$ cat src/rtl/dtq_pkg.sv
// Package for the deadline timer queue: field widths, time constants, action and
// status codes, and the state, command and status types of the controller.
// No dependencies. Every other file of the block imports it.
package dtq_pkg;

    localparam int DL_W        = 64;
    localparam int NOW_W       = 63;
    localparam int DELAY_W     = 32;
    localparam int MS_W        = 32;
    localparam int ID_W        = 5;
    localparam int NS_W        = 20;
    localparam int PROD_W      = DELAY_W + NS_W;
    localparam int TUSER_W     = 2;
    localparam int IN_TDATA_W  = 104;
    localparam int OUT_TDATA_W = 80;

    // One millisecond is 15625 << 6 nanoseconds; the odd factor is divided by a
    // reciprocal multiplication.
    localparam int LOW_W       = 6;
    localparam int ODD_W       = 14;
    localparam int QX_W        = 46;
    localparam int REM_W       = 17;
    localparam int RECIP_SHIFT = 31;

    localparam logic [NS_W-1:0]  NS_PER_MS = 20'd1000000;
    localparam logic [MS_W-1:0]  MS_MAX    = 32'hFFFF_FFFF;
    localparam logic [DL_W-1:0]  SAT_NS    = 64'd4294967295000000;
    localparam logic [ODD_W-1:0] MS_ODD    = 14'd15625;
    localparam logic [MS_W-1:0]  MS_RECIP  = 32'd2251799813;

    typedef enum logic [1:0] {
        ACT_START = 2'd0,
        ACT_END   = 2'd1,
        ACT_QUERY = 2'd2,
        ACT_WAKE  = 2'd3
    } dtq_action_t;

    typedef enum logic [1:0] {
        ST_OK          = 2'd0,
        ST_ALREADY     = 2'd1,
        ST_NOT_WAITING = 2'd2
    } dtq_status_t;

    typedef enum logic [2:0] {
        S_CLEAR,
        S_IDLE,
        S_LOOK,
        S_CHECK,
        S_SCAN1,
        S_SCAN2,
        S_DIV,
        S_OUT
    } dtq_state_t;

    typedef enum logic [1:0] {
        DV_IDLE,
        DV_MUL,
        DV_REM,
        DV_FIN
    } dtq_div_state_t;

    typedef enum logic {
        SRC_ENTRY,
        SRC_BEST
    } dtq_div_src_t;

    typedef struct packed {
        logic         in_ready;
        logic         clr_wr;
        logic         look;
        logic         set_entry;
        logic         unwait;
        logic         cap_entry;
        logic         scan_start;
        logic         div_start;
        dtq_div_src_t div_src;
        logic         set_status;
        dtq_status_t  status_code;
        logic         set_tvalid;
        logic         set_wake;
        logic         store_div;
        logic         out_load;
    } dtq_cmd_t;

    typedef struct packed {
        logic        clr_done;
        logic        in_valid;
        dtq_action_t act;
        logic        in_range;
        logic        ent_waiting;
        logic        scan_busy;
        logic        was_first;
        logic        best_valid;
        logic        div_busy;
        logic        out_free;
    } dtq_stat_t;

endpackage

$ cat src/rtl/dtq_ctrl.sv
// Controller state machine of the deadline timer queue: sequences the slot lookup,
// scans, divisions and result hand-off for each action.
// Depends on dtq_pkg; drives the datapath through command and status structs.
module dtq_ctrl (
    input  logic                clk,
    input  logic                rst_n,
    input  dtq_pkg::dtq_stat_t  stat,
    output dtq_pkg::dtq_cmd_t   cmd
);
    import dtq_pkg::*;

    dtq_state_t state_reg;
    dtq_state_t state_next;

    always_ff @(posedge clk or negedge rst_n)
    begin
        if (!rst_n)
        begin
            state_reg <= S_CLEAR;
        end
        else
        begin
            state_reg <= state_next;
        end
    end

    always_comb
    begin
        state_next = state_reg;
        unique case (state_reg)
            S_CLEAR:
            begin
                if (stat.clr_done)
                begin
                    state_next = S_IDLE;
                end
            end
            S_IDLE:
            begin
                if (stat.in_valid)
                begin
                    state_next = S_LOOK;
                end
            end
            S_LOOK:
            begin
                state_next = S_CHECK;
            end
            S_CHECK:
            begin
                unique case (stat.act)
                    ACT_START: state_next = S_OUT;
                    ACT_END:
                    begin
                        if (stat.in_range && stat.ent_waiting)
                        begin
                            state_next = S_SCAN1;
                        end
                        else
                        begin
                            state_next = S_OUT;
                        end
                    end
                    ACT_QUERY, ACT_WAKE: state_next = S_SCAN1;
                    default: state_next = S_OUT;
                endcase
            end
            S_SCAN1:
            begin
                if (!stat.scan_busy)
                begin
                    unique case (stat.act)
                        ACT_END:   state_next = stat.was_first ? S_SCAN2 : S_DIV;
                        ACT_QUERY: state_next = stat.best_valid ? S_DIV : S_OUT;
                        ACT_START, ACT_WAKE: state_next = S_OUT;
                        default:   state_next = S_OUT;
                    endcase
                end
            end
            S_SCAN2:
            begin
                if (!stat.scan_busy)
                begin
                    state_next = S_DIV;
                end
            end
            S_DIV:
            begin
                if (!stat.div_busy)
                begin
                    state_next = S_OUT;
                end
            end
            S_OUT:
            begin
                if (stat.out_free)
                begin
                    state_next = S_IDLE;
                end
            end
            default:
            begin
                state_next = S_IDLE;
            end
        endcase
    end

    always_comb
    begin
        cmd = '0;
        unique case (state_reg)
            S_CLEAR:
            begin
                cmd.clr_wr = 1'b1;
            end
            S_IDLE:
            begin
                cmd.in_ready = 1'b1;
            end
            S_LOOK:
            begin
                cmd.look = 1'b1;
            end
            S_CHECK:
            begin
                unique case (stat.act)
                    ACT_START:
                    begin
                        if (!stat.in_range)
                        begin
                            cmd.set_status  = 1'b1;
                            cmd.status_code = ST_NOT_WAITING;
                        end
                        else if (stat.ent_waiting)
                        begin
                            cmd.set_status  = 1'b1;
                            cmd.status_code = ST_ALREADY;
                        end
                        else
                        begin
                            cmd.set_entry = 1'b1;
                        end
                    end
                    ACT_END:
                    begin
                        if (stat.in_range && stat.ent_waiting)
                        begin
                            cmd.cap_entry  = 1'b1;
                            cmd.scan_start = 1'b1;
                        end
                        else
                        begin
                            cmd.set_status  = 1'b1;
                            cmd.status_code = ST_NOT_WAITING;
                        end
                    end
                    ACT_QUERY, ACT_WAKE:
                    begin
                        cmd.scan_start = 1'b1;
                    end
                    default:
                    begin
                    end
                endcase
            end
            S_SCAN1:
            begin
                if (!stat.scan_busy)
                begin
                    unique case (stat.act)
                        ACT_END:
                        begin
                            cmd.unwait     = 1'b1;
                            cmd.div_start  = 1'b1;
                            cmd.div_src    = SRC_ENTRY;
                            cmd.scan_start = stat.was_first;
                        end
                        ACT_QUERY:
                        begin
                            cmd.set_tvalid = 1'b1;
                            cmd.div_start  = stat.best_valid;
                            cmd.div_src    = SRC_BEST;
                        end
                        ACT_WAKE:
                        begin
                            cmd.set_wake = 1'b1;
                        end
                        ACT_START:
                        begin
                        end
                        default:
                        begin
                        end
                    endcase
                end
            end
            S_SCAN2:
            begin
                if (!stat.scan_busy)
                begin
                    cmd.set_wake = 1'b1;
                end
            end
            S_DIV:
            begin
                if (!stat.div_busy)
                begin
                    cmd.store_div = 1'b1;
                end
            end
            S_OUT:
            begin
                if (stat.out_free)
                begin
                    cmd.out_load = 1'b1;
                end
            end
            default:
            begin
            end
        endcase
    end

endmodule

$ cat config.mk
export PLATFORM = sky130hd
export DESIGN_NAME = dtq_ctrl
export DESIGN_NICKNAME = d
export VERILOG_FILES = /design/src/rtl/dtq_pkg.sv /design/src/rtl/dtq_ctrl.sv
export SDC_FILE = /design/constraint.sdc
export NUM_CORES = 1
export LEC_CHECK = 0
export ABC_AREA = 0
export BUFFER_PORTS_ARGS = -buffer_cell sky130_fd_sc_hd__buf_2
export CORE_AREA = 2 2 39 41
export CTS_BUF_LIST = sky130_fd_sc_hd__clkbuf_8
export CTS_CLUSTER_SIZE = 25
export DETAILED_ROUTE_END_ITERATION = 12
export DIE_AREA = 0 0 41 43
export GPL_TIMING_DRIVEN = 0
export MAX_ROUTING_LAYER = met4
export PLACE_DENSITY = 0.7
export SYNTH_ARGS = -nofsm -noshare
export SYNTH_HDL_FRONTEND = slang
export SYNTH_SLANG_ARGS = --single-unit
$ cat constraint.sdc
create_clock -name clk -period 2.9 [get_ports clk]
set_input_delay 0.435 -clock clk [delete_from_list [all_inputs] [get_ports clk]]
set_output_delay 0.435 -clock clk [all_outputs]
set_load 0.02 [all_outputs]
==> results.md <==
* F_max at a little over 500 MHz
* Overflow after GRT at 0
* Slowest cell delay on critical path at ~330 ps
* Fin util at 51.6%
* Post-synth EDFFs at 0
* Die Wd at around 41 um
* Peak VDD IR at approximately 0.00025 V
* Fill cell count at 136
* PwrDens at 736 nW/um^2
* Top Ports at 29
* Largest family of logic cells by synthesized area: simple AND/OR/NAND/NOR gates
* Detailed placement HPWL at 981 um
* Worst Slack Setup Final at approximately 940 ps
* Pre-antenna DRT Iters at 4
* Fin crit period at 1960 ps
* Final net count at 121
* Die extent in y at approximately 43 um
* Syn_nets at between 80 and 90
* Clock root buffer: clkbuf_8
* Remaining antenna violation count at 0
* Worst skew pair latency at 220 ps
* P_leak at 0.399 nW
* Fin cells at between 100 and 150
* Commonest non-fill, non-tap cell in the layout: buf_2
* Port bufs at 28
* Syn. warnings at 0
* # clock sinks at 3
* First-pass GRT wire length at 1950 um
* Final period utilization at about two thirds
* Mux share of post-synthesis cell area at 8.11%
* Synthesis-to-layout area growth at 40.3%
* Sequential area share after synthesis at ~15%
* CP endpoint kind: primary output
* Initial antenna violation count at 0
* Post-CTS Setup Bufs at 0
* Fin. Hold Viols at 0
* Max Slew Vio Count at 0
* Post-synthesis adder-cell area fraction at between 10% and 20%
* Synth top area share at approximately 15%
* Crit path DAT at about 1500 ps
* RSZ-0062 raised after global routing: no
* CTS Buf Count at 3
* CTS H-Tree Depth at 1
* Post-cts resize count at 0
* Routability cong. at around 0.69
* Vias in the first global route at 513
* Slew @ Worst Pin at between 300 and 400 ps
* FF+latch area at between 70 and 80 sq um
* Core Region at ~1400 sq um
* Worst-path fanout max at 10
* Simple-gate area share of the yosys netlist at between 30% and 40%
* Final total power at around 0.53 mW
* Synth cell types at 30
* Pin count of the biggest net entering global routing at 11
* Crit Path Class: reg2out
* Synth area leaders: dfrtp_1, ha_1, nor3_1, nor2_1, mux2i_1
* Setup_tns at 0 ps
* Rows at 14
* GRT Util Overall at around 17%
* Status: complete, no violations
* # Max-Cap Violations at 0
* Multi-input logic area at roughly 380 sq um
* CP startpoint kind: flip-flop
* # hold bufs at CTS at 0
* DR iter-0 viols at 4
* Number of synthesized register bits at 3
* Worst min path class: in2async
* Synth Cell Area at 509 sq um
* Drt drc at 0
* Dpl ws at 962 ps
* Synth Area in XOR/XNOR at 0%
* Placed cells at roughly 110
* Antenna cells at 0
* Most frequent cells in the layout: buf_2, nor2_1, nor3_1, nand2_1
* DR WL/cell at about 10 um
* Crit path cell chain: buf_4 > nand2b_1 > nor3_1 > and2_1 > a21o_1 > buf_2
* Share of layout cells above drive strength 1 at 38.2%
* DIE AREA at approximately 1800 sq um
* Cells after Synth at 70
* Share of flip-flops with an asynchronous set or reset at 100%
* Critical Path RT at 2470 ps
* Compound-Gate Fraction of Synth Area at 21.1%
* CTS tree: done
* Initial core utilization at 36.8%
* Top_reg_cell synth: dfrtp_1
* Clock Tree Buf Depth at 2
* CP max-delay cell: dfrtp_1
* Clk pin slew, worst setup/hold paths at ~30 ps
* Max FFs per register at 3
* Skew final at 2.87 ps
* Final Setup Violations at 0
* Final wirelength at ~1200 um
* Synth Area per Inst at 7.27 sq um
* Post-synth top area cell: dfrtp_1
* DR vias at between 600 and 700
* Max-Slew Margin vs Limit at 79.2%
* Via density at a little over 5
## critical path: cells and delay by family, from the launching register on
family	cells	cell delay, ps
AO/OA/AOI/OAI	1	120
buffers and inverters	2	330
AND/OR/NAND/NOR	3	530
flip-flops	1	330
## synthesized netlist by cell type (2+ instances only)
cell type	n
nor3b_1	2
a211oi_2	2
and2_1	2
o21ai_0	2
mux2i_1	3
nand2b_1	4
a21oi_1	3
buf_4	2
dfrtp_1	3
nor3_1	7
ha_1	5
nor2_1	9
inv_1	4
nand2_1	6
## routing by layer
metal  vias up  GRT usage [%]  part of all wire [%]
li1        310              -                     -
met1       268           19.3                    42
met2        23           24.7                    50
met3         2           3.14                   7.2
met4         0           12.0                   1.2
met5         -              -                     0
## kinds of logic (layout without fill, tap and decap cells)
kind of cell	after synthesis	in the layout
compound gates	15	15
fa+ha+maj	5	5
buf+inv	9	41
flops	3	3
mux	4	4
simple gates	34	34
## power breakdown
part	internal [mW]	switching [mW]	total (mW)
Combinational	0.135	0.188	0.323
Clock	0.0903	0.0299	0.120
Sequential	0.0632	0.0199	0.0831
Total	0.288	0.238	0.526
## cell type report
cell class,instances,share of cell area [%]
buffer,4,4.38
clock buffer,3,5.78
clock inverter,1,0.525
inverter,5,2.63
multi-input combinational,58,53.8
sequential,3,10.5
tap,16,2.80
timing repair buffer,28,19.6
## metrics by stage
stage               hold slack, ps  instance area (sq um)
finish                        3.62                    714
global route                  1.83                    714
CTS                           2.67                    714
detailed placement             236                    669
global placement               230                    669
floorplan                      139                    509
## path summary, 6_finish.rpt
check,start,end,slack (ps),cells past startpoint
worst min-delay path,rst_n,state_reg[1],4,1
worst max-delay path,state_reg[2],cmd[9],940,6
worst max register to register,state_reg[1],state_reg[0],1660,4
min in group clk,stat[0],state_reg[1],540,4
max in group asynchronous,rst_n,state_reg[0],2790,1
worst min register to register,state_reg[2],state_reg[2],700,3
(Power assumes the default switching activity.)
